--- src/sv/skt_pkg.sv ---
// Package for the sorted key table: request and response transaction types,
// request and status codes, and the record type handed between table cells.
// Used by skt_cell and sorted_key_table_top; depends on nothing else.
`default_nettype none

package skt_pkg;

	// Default number of table cells.
	localparam int SKT_CAPACITY = 64;

	// Request codes.
	localparam logic [1:0] REQ_ADD = 2'd0;
	localparam logic [1:0] REQ_DEL = 2'd1;
	localparam logic [1:0] REQ_REP = 2'd2;
	localparam logic [1:0] REQ_GET = 2'd3;

	// Status codes.
	localparam logic [1:0] ST_OK   = 2'd0;
	localparam logic [1:0] ST_DUP  = 2'd1;
	localparam logic [1:0] ST_MISS = 2'd2;
	localparam logic [1:0] ST_FULL = 2'd3;

	// Request transaction.
	typedef struct packed {
		logic [1:0]  req_type;
		logic [31:0] key;
		logic [63:0] payload_in;
	} req_t;

	// Response transaction.
	typedef struct packed {
		logic [1:0]  status;
		logic [6:0]  position;
		logic [63:0] payload_out;
		logic [6:0]  entry_count;
	} rsp_t;

	// One stored record.
	typedef struct packed {
		logic [31:0] key;
		logic [63:0] payload;
	} rec_t;

	// Update command broadcast to every cell.
	typedef struct packed {
		logic ins;
		logic del;
		logic rep;
		rec_t rec;
	} cell_cmd_t;

endpackage

`default_nettype wire

--- src/sv/skt_cell.sv ---
// One cell of the sorted key table: holds a record, compares it against the
// search key and shifts records to or from its neighbors on insert and delete.
// Depends on skt_pkg.
`default_nettype none

module skt_cell
	import skt_pkg::*;
(
	input  wire logic        clk,
	input  wire logic        capture,
	input  wire logic [31:0] search_key,
	input  wire logic        valid,
	input  wire cell_cmd_t   cmd,
	input  wire logic        prev_less,
	input  wire rec_t        prev_rec,
	input  wire rec_t        next_rec,
	output rec_t             rec,
	output logic             less,
	output logic             eq
);

	rec_t rec_q;
	logic less_s1;
	logic eq_s1;

	assign rec  = rec_q;
	assign less = less_s1;
	assign eq   = eq_s1;

	// Capture the comparison flags when a request is accepted.
	always_ff @(posedge clk) begin
		if (capture) begin
			less_s1 <= valid && (rec_q.key < search_key);
			eq_s1   <= valid && (rec_q.key == search_key);
		end
	end

	// Record update: cells from the insertion point shift up or down, or replace.
	always_ff @(posedge clk) begin
		if (cmd.ins && !less_s1) begin
			rec_q <= prev_less ? cmd.rec : prev_rec;
		end else if (cmd.del && !less_s1) begin
			rec_q <= next_rec;
		end else if (cmd.rep && eq_s1) begin
			rec_q.payload <= cmd.rec.payload;
		end
	end

endmodule

`default_nettype wire

--- config.mk ---
export PLATFORM = sky130hd
export DESIGN_NAME = skt_cell
export DESIGN_NICKNAME = d
export VERILOG_FILES = /design/src/sv/skt_pkg.sv /design/src/sv/skt_cell.sv
export SDC_FILE = /design/constraint.sdc
export NUM_CORES = 1
export LEC_CHECK = 0
export BUFFER_PORTS_ARGS = -buffer_cell sky130_fd_sc_hd__buf_2
export CORE_AREA = 2 2 167 169
export CTS_CLUSTER_DIAMETER = 40
export DETAILED_ROUTE_END_ITERATION = 6
export DIE_AREA = 0 0 169 171
export GPL_ROUTABILITY_DRIVEN = 0
export SETUP_SLACK_MARGIN = 0.5
export SLEW_MARGIN = 15
export SYNTH_ARGS = -nofsm -noshare
export SYNTH_HDL_FRONTEND = slang
export SYNTH_SLANG_ARGS = --single-unit
--- constraint.sdc ---
create_clock -name clk -period 6.9 [get_ports clk]
set_input_delay 0.69 -clock clk [delete_from_list [all_inputs] [get_ports clk]]
set_output_delay 0.69 -clock clk [all_outputs]
set_load 0.02 [all_outputs]
==> run summary, run 1 <==
TritonCTS built the clock tree. Summing the areas of all and, or, nand and nor instances in the mapped netlist gives 5.36% of the synthesized area. Sequential cells burn 42.9% of the power. Cell at the root of the clock tree: sky130_fd_sc_hd__clkbuf_16. The part of the power in the clock network is 31.4%. Startpoint class of the critical path: an input pin. The signal on the critical path passes through buf_2 > buf_4 > inv_1 > o21ai_4 > buf_4 > a222oi_1 > inv_1.

Counting flops with a built-in enable in the synthesized netlist gives 98. The worst setup path endpoint is rec[2]. Summing the areas of all compound-gate instances in the mapped netlist gives 17.9% of the synthesized area. For the worst setup path, the data required time is 7.12 ns. The transition time at the pin with the least slew margin works out to 0.885 ns.

Of all nets on the critical path, the largest fanout is 64. The tools report the post-synthesis instance area as 5480 um2. The per-cell via count in the routed design is 4.48, and the clock transition time at the flip-flop clock pins of the worst setup and hold paths is 0.07 ns.

The core region is 27300 um2. The tools report the final-report hold violation count as 0. For the routed wire length, the log shows 20800 um. The die is 171 um tall.

The dominant combinational cell family by area after synthesis was compound AO/OA/AOI/OAI gates. The buffers plus inverters on the worst setup path is 5, and the starting DRC count in detailed routing is 630. The Yosys step of the flow raised 0 warnings.

The cts-stage hold buffer count was 0. The tools report the initial antenna violation count as 3. Counting every sink on the clock net gives 98. The count of cells in the finished layout, fillers not included, comes to 1240.

In this run the number of cells on the critical path is 7. For this run, the share of the core covered by cells in the final layout is 30.2%. The tools report the final setup TNS as 0 ns. In this run the number of H-tree levels came out at 3.

A synthesized cell averages 11.5 um2. The setup slack on the worst flop-to-flop path came out at 4.54 ns. For the worst-skew pair, the clock arrives at the later sink with an insertion delay of 0.35 ns. The final count of negative-setup-slack endpoints was 0. The run gives 4.24 nW as the standby leakage power. The post-synthesis instance total was 475.

The tools report the via count of the first global-routing pass as 5071. The checks that failed: design-rule violations. The tools report the post-detailed-route count of antenna-violating nets as 0. For this design the ratio of total power to cell area is 218 nW/um2.

Of the cells placed in the final design, the portion with a size suffix greater than 1 is 50.8%. Summing the areas of all fa, ha and maj instances in the mapped netlist gives 7.30% of the synthesized area. For this design, the slowest cell found on the critical path is sky130_fd_sc_hd__buf_4. Summed over all nets, the switching power comes to 0.000545 W.

The tools report the worst setup path startpoint as prev_less. Broken down by cell family, the worst path's largest delay share belongs to buffers and inverters. Net switching is 30.3% of the power. Measured against its own limit, the worst slew margin works out to 41.0%.

The initial core utilization came out at 20.1%. The worst flop-to-flop path endpoint is rec[53]. Period utilization: 34.8%.

The worst register-to-register path has a depth of 6. Counting flops with an async set or reset pin after synthesis yields a share of 0%. The detailed router placed 5557 vias in this run. 425 I/O pins were placed. The run gives 12 as the detailed-route DRC error count. The most used flip-flop cell after synthesis was sky130_fd_sc_hd__edfxtp_1. The run finished, with violations left. The setup skew after layout is 0.0120 ns, and the count of port buffers added during placement is 424. The routed length per instance was 16.7 um. Setup repair after global routing left no endpoint under its margin. After Yosys synthesis, XOR and XNOR cells account for 0% of the synthesized area. The critical path in this run is classified as in -> reg.

Fmax: 0.416 GHz. For the post-CTS setup-driven buffer insertion count, the log shows 0. The share of synthesized area spent on multiplexers was 5.84%; the highest cell delay on the worst timing path was 0.54 ns. The area growth from synthesis to layout is 50.5%. STA classifies the critical path endpoint as a register.

The startpoint identified for the worst register-to-register timing path is less. The logs give 0 for the global route total overflow and 89.0 uV for the worst supply voltage drop on vdd. For the data arrival time of the critical path, the log shows 2.62 ns.

In the final design database the tool counted 1246 nets. After clock tree synthesis, the repair step resized 0 gates. The synthesized netlist net count was 834. Half-perimeter wire length of the detailed placement result: 16300 um. The number of placed instances, taps included, is 1222. In this run, distinct cell masters in the synthesized netlist total 31. The logs give 25.7% for the share of total power in combinational logic and 65 for the pin count of the biggest net entering global routing. Number of pins with negative max-slew slack in the final report: 0.

Across every metal layer, demand over resource in global routing totals 13.1%. For the full die area, the log shows 28900 um2. The logs give 2 for the largest buffer count on any clock path and 9 for the number of CTS-inserted buffers. For the row count, the log shows 61. The path class of the tightest hold or removal check is in -> reg. Sequential cells were found to cover 53.7% of the synthesized design area.

Across the run, the number of max-cap violations was 0. Power comes to 0.00180 W. The first TritonRoute pass finished after 7 iterations. The smallest clock period supported by the final layout is computed as 2.40 ns.

The first global-routing pass estimated 28300 um of wire. The post-synthesis sequential element count is 98. The horizontal extent of the die is 169 um.

The internal portion of the total power is 0.00126 W.
==> cells by family after synthesis <==
group	Yosys count
fa+ha+maj	32
simple gates	62
mux	32
buf+inv	128
compound gates	123
flops	98
==> cell usage after synthesis, types with 2 or more instances <==
master	number	area, um2
sky130_fd_sc_hd__mux2i_1	32	320
sky130_fd_sc_hd__o21a_1	2	15.0
sky130_fd_sc_hd__nand2_1	40	150
sky130_fd_sc_hd__nand4_1	6	37.5
sky130_fd_sc_hd__edfxtp_1	98	2940
sky130_fd_sc_hd__a21o_1	4	30.0
sky130_fd_sc_hd__o21ai_0	35	175
sky130_fd_sc_hd__clkbuf_1	12	45.0
sky130_fd_sc_hd__a21oi_1	12	60.1
sky130_fd_sc_hd__nor2_1	3	11.3
sky130_fd_sc_hd__a211oi_1	2	15.0
sky130_fd_sc_hd__inv_1	98	368
sky130_fd_sc_hd__buf_2	10	50.1
sky130_fd_sc_hd__a222oi_1	64	641
sky130_fd_sc_hd__ha_1	32	400
sky130_fd_sc_hd__nor4_1	4	25.0
sky130_fd_sc_hd__buf_6	7	78.8
==> worst min-delay path by stage <==
| stage | endpoint | from | slack, ns | cells after the start |
|---|---|---|---|---|
| global placement | less | rec[95] | 0.81 | 3 |
| floorplan | eq | capture | 0.80 | 0 |
| global route | eq | capture | 0.54 | 1 |
| finish | less | capture | 0.56 | 1 |
| CTS | less | capture | 0.54 | 1 |
| detailed placement | less | rec[95] | 0.81 | 3 |
==> final cells by class <==
cell class	count	area, um2
clock inverters	7	100
flip-flops and latches	98	2940
diodes	2	5.00
multi-input cells	249	2010
repair buffers	431	2170
inverters	98	368
clock buffers	9	225
fillers	2865	19100
well taps	346	433
==> through the flow <==
stage | instance area [um2] | setup WS [ns] | hold WS, ns
after floorplan | 5480 | 3.78 | 0.802
after CTS | 8250 | 4.45 | 0.538
after detailed placement | 7920 | 4.12 | 0.805
final | 8250 | 4.50 | 0.558
after global routing | 8250 | 4.36 | 0.535
after global placement | 7920 | 4.12 | 0.813
==> layout by cell type, fill, tap and decap left out, types with 2 or more instances in the layout <==
cell type and instances:
sky130_fd_sc_hd__buf_2 424, sky130_fd_sc_hd__inv_1 98, sky130_fd_sc_hd__edfxtp_1 98, sky130_fd_sc_hd__a222oi_1 64, sky130_fd_sc_hd__nand2_1 40, sky130_fd_sc_hd__o21ai_0 35
sky130_fd_sc_hd__mux2i_1 32, sky130_fd_sc_hd__ha_1 32, sky130_fd_sc_hd__a21oi_1 12, sky130_fd_sc_hd__clkbuf_16 9, sky130_fd_sc_hd__buf_4 7, sky130_fd_sc_hd__nand4_1 6
sky130_fd_sc_hd__nor4_1 4, sky130_fd_sc_hd__nor2_1 3, sky130_fd_sc_hd__a21o_1 3, sky130_fd_sc_hd__diode_2 2, sky130_fd_sc_hd__nor2_4 2, sky130_fd_sc_hd__o21a_1 2
sky130_fd_sc_hd__a211oi_1 2, sky130_fd_sc_hd__bufinv_16 2
==> flip-flops by register name (all words and copies together) (netlist names) <==
| register | count |
|---|---|
| eq | 1 |
| less | 1 |
| rec | 96 |
==> power by group through the flow <==
| stage | combinational, W | sequential (W) | clock, W |
|---|---|---|---|
| 2_1_floorplan | 0.000174 | 0.000866 | 0 |
| 3_3_place_gp | 0.000461 | 0.000786 | 0 |
| 3_5_place_dp | 0.000466 | 0.000787 | 0 |
| 4_1_cts | 0.000468 | 0.000774 | 0.000584 |
| 5_1_grt | 0.000505 | 0.000780 | 0.000607 |
| 6_report | 0.000463 | 0.000773 | 0.000565 |
==> metal layers <==
layer	part of all wire [%]	track usage (%)
met1	41	16.5
met2	50	22.4
met3	8.1	3.05
met4	1.1	3.46
met5	0.063	0
Note: power is estimated with default switching activity, not from simulation.
==> inputs of run 2 (changes only) <==
Settings changed: CORE_AREA 2 2 167 169 to 2 2 166 168, DIE_AREA 0 0 169 171 to 0 0 168 170.
Clock period 6.9 ns to 2.5 ns, I/O delays scaled along.
==> run 2 against run 1 <==
  * The run now ends clean
  * Clock power grew to 2.5 times the previous value
  * First-iteration DRC count shrank 15%
  * Critical path type is now reg -> reg
  * Critical path depth shrank 1
  * Cell area grew 1.4%
  * Hold slack lost 0.39 ns
  * Die area shrank 1.2%
  * Global-route usage grew 2.2 points
  * Total power grew to 2.7 times the previous value
==> run summary, run 2 (synthesis gave the netlist of run 1 again) <==
The run finished with clean final reports. Source of the worst register-to-register timing path: rec[81] (was less). Dividing the final minimum period by the clock period gives 76.3%. Pin count of the biggest net entering global routing: 65 (unchanged). The worst supply voltage drop on vdd was 242 uV (was 89.0 uV). The initial antenna violation count is 2 (was 3).

The critical-path maximum fanout is 2 (was 64), and the cts-stage hold buffer count is 0 (unchanged). The count of vias placed by the detailed router was 5532 (was 5557). The layout overhead on the synthesized area came out at 52.7% (was 50.5%). The flip-flop count of the largest register, all copies and words added is 96 (unchanged). The most common library cell in the layout ignoring fill and taps is sky130_fd_sc_hd__buf_2 (unchanged).

For the share of total power in combinational logic, the log shows 27.7% (was 25.7%). The critical path's slowest cell was sky130_fd_sc_hd__edfxtp_1 (was sky130_fd_sc_hd__buf_4). The number of cells on the worst hold path is 1 (unchanged). The hold path endpoint is eq (was less).

Startpoint class of the critical path: a register (was an input pin). The standby leakage power is 4.30 nW (was 4.24 nW), and the share of layout cells above drive strength 1 is 51.8% (was 50.8%). The register cell area after layout is 2940 um2 (unchanged).

The highest cell delay on the worst timing path was 0.42 ns (was 0.54 ns); the per-cell via count in the routed design was 4.43 (was 4.48). The path depth of the worst reg2reg path works out to 6 (unchanged). Counting stages on the worst path, the most repeated cell is sky130_fd_sc_hd__a21o_1. The areal power density over the cells is 587 nW/um2 (was 218 nW/um2). The number of clock sinks is 98 (unchanged), and the switching portion of total power is 32.5% (was 30.3%). For the final cell area excluding filler cells, the log shows 8370 um2 (was 8250 um2).

The cell at the root of the clock tree is sky130_fd_sc_hd__clkbuf_16 (unchanged). Post-detailed-route count of antenna-violating nets: 0 (unchanged). The relative max-transition margin is 53.9% (was 41.0%), and the count of port buffers added during placement is 424 (unchanged). The number of CTS-inserted buffers is 9 (unchanged). The number of top-level design ports is 425 (unchanged). The half-perimeter wire length of the detailed placement result is 18300 um (was 16300 um). The type of element capturing the critical path was a register (unchanged). The classification of the worst setup path was reg -> reg (was in -> reg). The number of pins with negative max-slew slack in the final report is 0 (unchanged), and the initial core utilization is 20.6% (was 20.1%). Transition time at the pin with the least slew margin: 0.692 ns (was 0.885 ns). The final-report hold violation count was 0 (unchanged); the placed standard-cell area was 7960 um2 (was 7920 um2). The run gives 28600 um2 (was 28900 um2) as the full die area. The post-route minimum period is 1.91 ns. Most used cells in the layout excluding fill and tap cells: 424 x sky130_fd_sc_hd__buf_2, 98 x sky130_fd_sc_hd__inv_1, 98 x sky130_fd_sc_hd__edfxtp_1, 64 x sky130_fd_sc_hd__a222oi_1, 40 x sky130_fd_sc_hd__nand2_1 (unchanged). The row count is 60 (was 61).

The horizontal extent of the die is 168 um (was 169 um), and the fmax is 0.524 GHz. The number of violations of the max-capacitance limit was 0 (unchanged). The routed wire length came out at 22900 um (was 20800 um). The worst min-delay path class is in -> reg (unchanged). Beginning of the worst hold path: capture (unchanged). The standard cell core area came out at 26700 um2 (was 27300 um2). The via count of the first global-routing pass is 5376 (was 5071). The starting DRC count in detailed routing is 538 (was 630).

The tools report the switching component of the power as 0.00160 W (was 0.000545 W). The clock transition time at the flip-flop clock pins of the worst setup and hold paths is 0.08 ns (was 0.07 ns), and the fill cell instance count of the final layout is 2714 (was 2865). The die height was 170 um (was 171 um); the multi-input combinational cell area was 2060 um2 (was 2010 um2). The tools report the detailed-router iteration count before antenna repair as 7 (unchanged). The share of power burned in registers is 43.4% (was 42.9%), and the critical path data required time is 2.66 ns (was 7.12 ns).

The largest buffer count on any clock path is 2 (unchanged), and the internal portion of total power is 0.00331 W (was 0.00126 W). Sequence of cells on the critical path: ha_1 > a21o_1 > a21o_1 > a21oi_1 > nor4_1 > a211oi_1 (was buf_2 > buf_4 > inv_1 > o21ai_4 > buf_4 > a222oi_1 > inv_1). Setup repair after global routing could not meet its margin everywhere.

The run gives 0.0136 ns (was 0.0120 ns) as the setup skew after layout. Detailed-route DRC error count: 0 (was 12). For the clock latency of the later-clocked register in the worst-skew pair, the log shows 0.36 ns (was 0.35 ns). Final setup TNS: 0 ns (unchanged).

The run gives 32100 um (was 28300 um) as the global-route wire length before repair. The part of the power in the clock network was 28.9% (was 31.4%). For the data arrival time of the critical path, the log shows 2.07 ns (was 2.62 ns). The tools report the worst flop-to-flop path endpoint as less (was rec[53]).

The tools report the net count reported at finish as 1259 (was 1246). The number of H-tree levels was 3 (unchanged). The global route total overflow was 0 (unchanged). The overall fraction of global-route tracks in use was 15.3% (was 13.1%); the routed length per instance was 18.4 um (was 16.7 um). The setup slack on the worst flop-to-flop path came out at 0.59 ns (was 4.54 ns). For the final count of negative-setup-slack endpoints, the log shows 0 (unchanged).

TritonCTS built the clock tree.
[run 2: cell types whose count changed in the layout (fill, tap and decap cells not counted), moves of 2 or more]
cell and delta:
sky130_fd_sc_hd__inv_8 +2, sky130_fd_sc_hd__buf_4 +8, sky130_fd_sc_hd__bufinv_16 -2, sky130_fd_sc_hd__buf_12 +2
[run 2: timing repair]
action / CTS / global route
setup endpoints to repair: 30 / 34
buffers inserted: 3 / 4
gates cloned: 3 / 0
pin swaps: 3 / 1
gates resized for setup: 3 / 1
[run 2: layer usage]
| layer | share of wire (%) | up-vias | track usage, % |
|---|---|---|---|
| met4 | 1.4 | 0 | 4.61 |
| met2 | 51 | 275 | 26.7 |
| li1 | - | 2678 | - |
| met5 | 0 | - | 0 |
| met3 | 6.6 | 16 | 3.00 |
| met1 | 41 | 2563 | 19.0 |
[run 2: final cells by class]
type,instances,share of cell area (%)
inverter,98,4.39
clock inverter,7,0.867
sequential,98,35.2
tap,341,5.10
multi-input combinational,252,24.6
antenna,2,0.0598
timing repair buffer,441,27.2
clock buffer,9,2.69
[run 2: metrics by stage]
stage	utilization (%)	hold WS (ns)	total power [W]	cells	worst slack (ns)
floorplan	-	0.362	0.00287	475	0.341
global placement	29.9	0.524	0.00349	1220	0.220
detailed placement	29.9	0.515	0.00351	1220	0.220
CTS	31.2	0.139	0.00499	1242	0.503
global route	31.4	0.137	0.00519	1248	0.400
finish	31.4	0.167	0.00491	1248	0.591
[run 2: worst max path at each step]
stage          slack [ns]       from      end  depth (start not counted)
3_3_place_gp         0.22    rec[79]     less                          6
4_1_cts              0.50    rec[81]     less                          6
2_1_floorplan        0.34       less  rec[10]                          5
6_report             0.59    rec[81]     less                          6
3_5_place_dp         0.22  prev_less  rec[18]                          6
5_1_grt              0.40    rec[79]     less                          6
[run 2: power by group through the flow]
stage / Combinational, W / Sequential, W / Clock (W)
CTS: 0.00137 / 0.00214 / 0.00148
finish: 0.00136 / 0.00213 / 0.00142
global placement: 0.00132 / 0.00217 / 0
detailed placement: 0.00133 / 0.00217 / 0
global route: 0.00149 / 0.00215 / 0.00155
floorplan: 0.000480 / 0.00239 / 0
[run 2: worst max-delay path: cells and delay by family (launching register included)]
kind / cells / cell delay, ns
flops: 1 / 0.42
simple gates: 1 / 0.09
compound gates: 4 / 0.89
fa+ha+maj: 1 / 0.32
==> inputs of run 3 (changes only) <==
Clock period 2.5 ns to 1.9 ns, I/O delays scaled along.
==> run 3 against run 2 <==
  * The flow now finishes with violations (design-rule violations)
  * Via count up 5.7%
  * Register-to-register slack worse by 0.49 ns
  * Hold slack worse by 0.069 ns
  * Critical path depth unchanged
  * Total power up 39%
  * Clock power up 30%
  * Routed wire length up 3.5%
  * Core utilization up 3.3 points
  * Die area unchanged
  * First-iteration DRC count down 3.0%
  * Global-route usage up 0.32 points
  * Critical path type unchanged
  * Highest routed layer unchanged
==> run summary, run 3 (synthesis gave the netlist of run 1 again) <==
The type of element capturing the critical path was a register (unchanged). The logs give 2 (unchanged) for the largest buffer count on any clock path and 17100 um (was 18300 um) for the half-perimeter wire length of the detailed placement result. The standard cell core area is 26700 um2 (unchanged). The classification of the worst setup path was reg -> reg (unchanged). The filler-free cell count of the finished design was 1280 (was 1248); the areal power density over the cells was 737 nW/um2 (was 587 nW/um2).

The flow ran to the end, but the final reports show violations. The most common library cell in the layout ignoring fill and taps was sky130_fd_sc_hd__buf_2 (unchanged). The run gives 2722 (was 2714) as the fill cell instance count of the final layout.

The transition time at the pin with the least slew margin was 0.401 ns (was 0.692 ns). TritonCTS built the clock tree. The run gives 3 (unchanged) as the number of H-tree levels. The post-detailed-route count of antenna-violating nets is 0 (unchanged). The number of violations of the max-capacitance limit is 0 (unchanged). For the worst supply voltage drop on vdd, the log shows 312 uV (was 242 uV). The period utilization came out at 94.6% (was 76.3%). The tools report the startpoint class of the critical path as a register (unchanged). The setup slack on the worst flop-to-flop path was 0.10 ns (was 0.59 ns); the relative max-transition margin was 73.3% (was 53.9%). The register cell area after layout came out at 2940 um2 (unchanged).

The final reports fail on design-rule violations. Routed length per instance: 18.6 um (was 18.4 um). The cts-stage hold buffer count was 0 (unchanged). The per-cell via count in the routed design came out at 4.57 (was 4.43). The utilization after layout is 34.7% (was 31.4%), and the via count of the first global-routing pass is 5714 (was 5376). Most used cells in the layout excluding fill and tap cells: 424 x sky130_fd_sc_hd__buf_2, 98 x sky130_fd_sc_hd__inv_1, 98 x sky130_fd_sc_hd__edfxtp_1, 64 x sky130_fd_sc_hd__a222oi_1, 32 x sky130_fd_sc_hd__mux2i_1 (was 424 x sky130_fd_sc_hd__buf_2, 98 x sky130_fd_sc_hd__inv_1, 98 x sky130_fd_sc_hd__edfxtp_1, 64 x sky130_fd_sc_hd__a222oi_1, 40 x sky130_fd_sc_hd__nand2_1).

The flip-flop count of the largest register, all copies and words added is 96 (unchanged), and the die height is 170 um (unchanged). The number of pins with negative max-slew slack in the final report was 0 (unchanged). The logs give 8 (was 0) for the detailed-route DRC error count and 2170 um2 (was 2060 um2) for the multi-input combinational cell area. The data arrival time of the critical path is 1.89 ns (was 2.07 ns), and the share of layout cells above drive strength 1 is 56.1% (was 51.8%). The post-route minimum period came out at 1.80 ns (was 1.91 ns). The source of the worst register-to-register timing path is less (was rec[81]).

The global route total overflow was 0 (unchanged). The number of cells on the worst hold path is 1 (unchanged), and the overall fraction of global-route tracks in use is 15.6% (was 15.3%). The path depth of the worst reg2reg path came out at 6 (unchanged). The clock transition time at the flip-flop clock pins of the worst setup and hold paths was 0.07 ns (was 0.08 ns). For the critical path data required time, the log shows 1.99 ns (was 2.66 ns). The detailed-router iteration count before antenna repair was 7 (unchanged).

The final-report hold violation count was 0 (unchanged). The net count reported at finish is 1290 (was 1259). The horizontal extent of the die is 168 um (unchanged), and the initial core utilization is 20.6% (unchanged).

For the setup skew after layout, the log shows 0.0115 ns (was 0.0136 ns). The critical-path maximum fanout is 10 (was 2), and the total instance count after detailed placement is 1224 (was 1220). The hold path endpoint was eq (unchanged). Worst flop-to-flop path endpoint: rec[45] (was less).

Layout overhead on the synthesized area: 68.7% (was 52.7%). The run gives 0.557 GHz (was 0.524 GHz) as the fmax. For the pin count of the biggest net entering global routing, the log shows 65 (unchanged). The logs give 33100 um (was 32100 um) for the global-route wire length before repair and 23700 um (was 22900 um) for the routed wire length. The cell at the root of the clock tree was sky130_fd_sc_hd__clkbuf_16 (unchanged).

The count of port buffers added during placement is 424 (unchanged). The number of CTS-inserted buffers came out at 9 (unchanged). The beginning of the worst hold path was capture (unchanged). The logs give 98 (unchanged) for the number of clock sinks and 28600 um2 (unchanged) for the full die area.

The final count of negative-setup-slack endpoints was 0 (unchanged). The clock latency of the later-clocked register in the worst-skew pair was 0.36 ns (about the same). The row count came out at 60 (unchanged). The run gives 3 (was 2) as the initial antenna violation count.

Setup repair after global routing could not meet its margin everywhere. The run gives 522 (was 538) as the starting DRC count in detailed routing. For the number of top-level design ports, the log shows 425 (unchanged).

The run gives 5849 (was 5532) as the count of vias placed by the detailed router. The worst min-delay path class was in -> reg (unchanged). The tools report the standby leakage power as 4.68 nW (was 4.30 nW).
[run 3: worst max-delay path by stage]
stage               start       to  slack (ns)  cells after the start
floorplan            less  rec[10]       -0.26                      5
global placement     less   rec[8]        0.05                      5
detailed placement   less  rec[20]        0.05                      5
finish               less  rec[45]        0.10                      6
global route         less  rec[32]       0.006                      6
CTS                  less  rec[20]        0.11                      7
[run 3: final cells by class]
class,instances,area share [%]
multi-input cells,249,23.5
flip-flops and latches,98,31.8
well taps,341,4.61
clock buffers,9,2.43
clock inverters,7,0.730
repair buffers,475,32.9
diodes,3,0.0811
inverters,98,3.98
[run 3: repair_timing]
| item | CTS | global route |
|---|---|---|
| endpoints found under the setup margin | 185 | 192 |
| endpoints found under the hold margin | 0 | 0 |
| gates cloned | 10 | 6 |
| pin swaps | 18 | 10 |
| setup buffers | 16 | 5 |
| resized for setup | 62 | 20 |
[run 3: critical path: stages (launching register included)]
cell and delay (ns):
sky130_fd_sc_hd__edfxtp_1 0.46, sky130_fd_sc_hd__nand2b_4 0.21, sky130_fd_sc_hd__o21ai_4 0.13, sky130_fd_sc_hd__buf_4 0.17, sky130_fd_sc_hd__buf_6 0.14, sky130_fd_sc_hd__a222oi_1 0.36, sky130_fd_sc_hd__inv_1 0.08
[run 3: power by group]
part / total (W) / internal, W / switching, W
combinational: 0.00217 / 0.00101 / 0.00116
sequential: 0.00280 / 0.00270 / 0.000101
clock: 0.00185 / 0.000927 / 0.000921
total: 0.00682 / 0.00464 / 0.00218
[run 3: stage by stage]
stage / worst slack (ns) / setup TNS [ns] / total power (W) / hold slack [ns] / instance area (um2)
6_report: 0.103 / 0 / 0.00682 / 0.0976 / 9250
5_1_grt: 0.00560 / 0 / 0.00718 / 0.0759 / 9250
4_1_cts: 0.114 / 0 / 0.00682 / 0.0711 / 9010
3_5_place_dp: 0.0512 / 0 / 0.00463 / 0.438 / 8080
3_3_place_gp: 0.0530 / 0 / 0.00461 / 0.433 / 8080
2_1_floorplan: -0.259 / -27.05 / 0.00378 / 0.302 / 5530
[run 3: layer usage]
metal	vias to the layer above	global-route usage (%)	wire [um]
li1	2748	-	-
met3	23	3.07	1610
met4	0	5.07	490
met1	2759	18.8	9400
met5	-	0	0
met2	319	27.8	12300
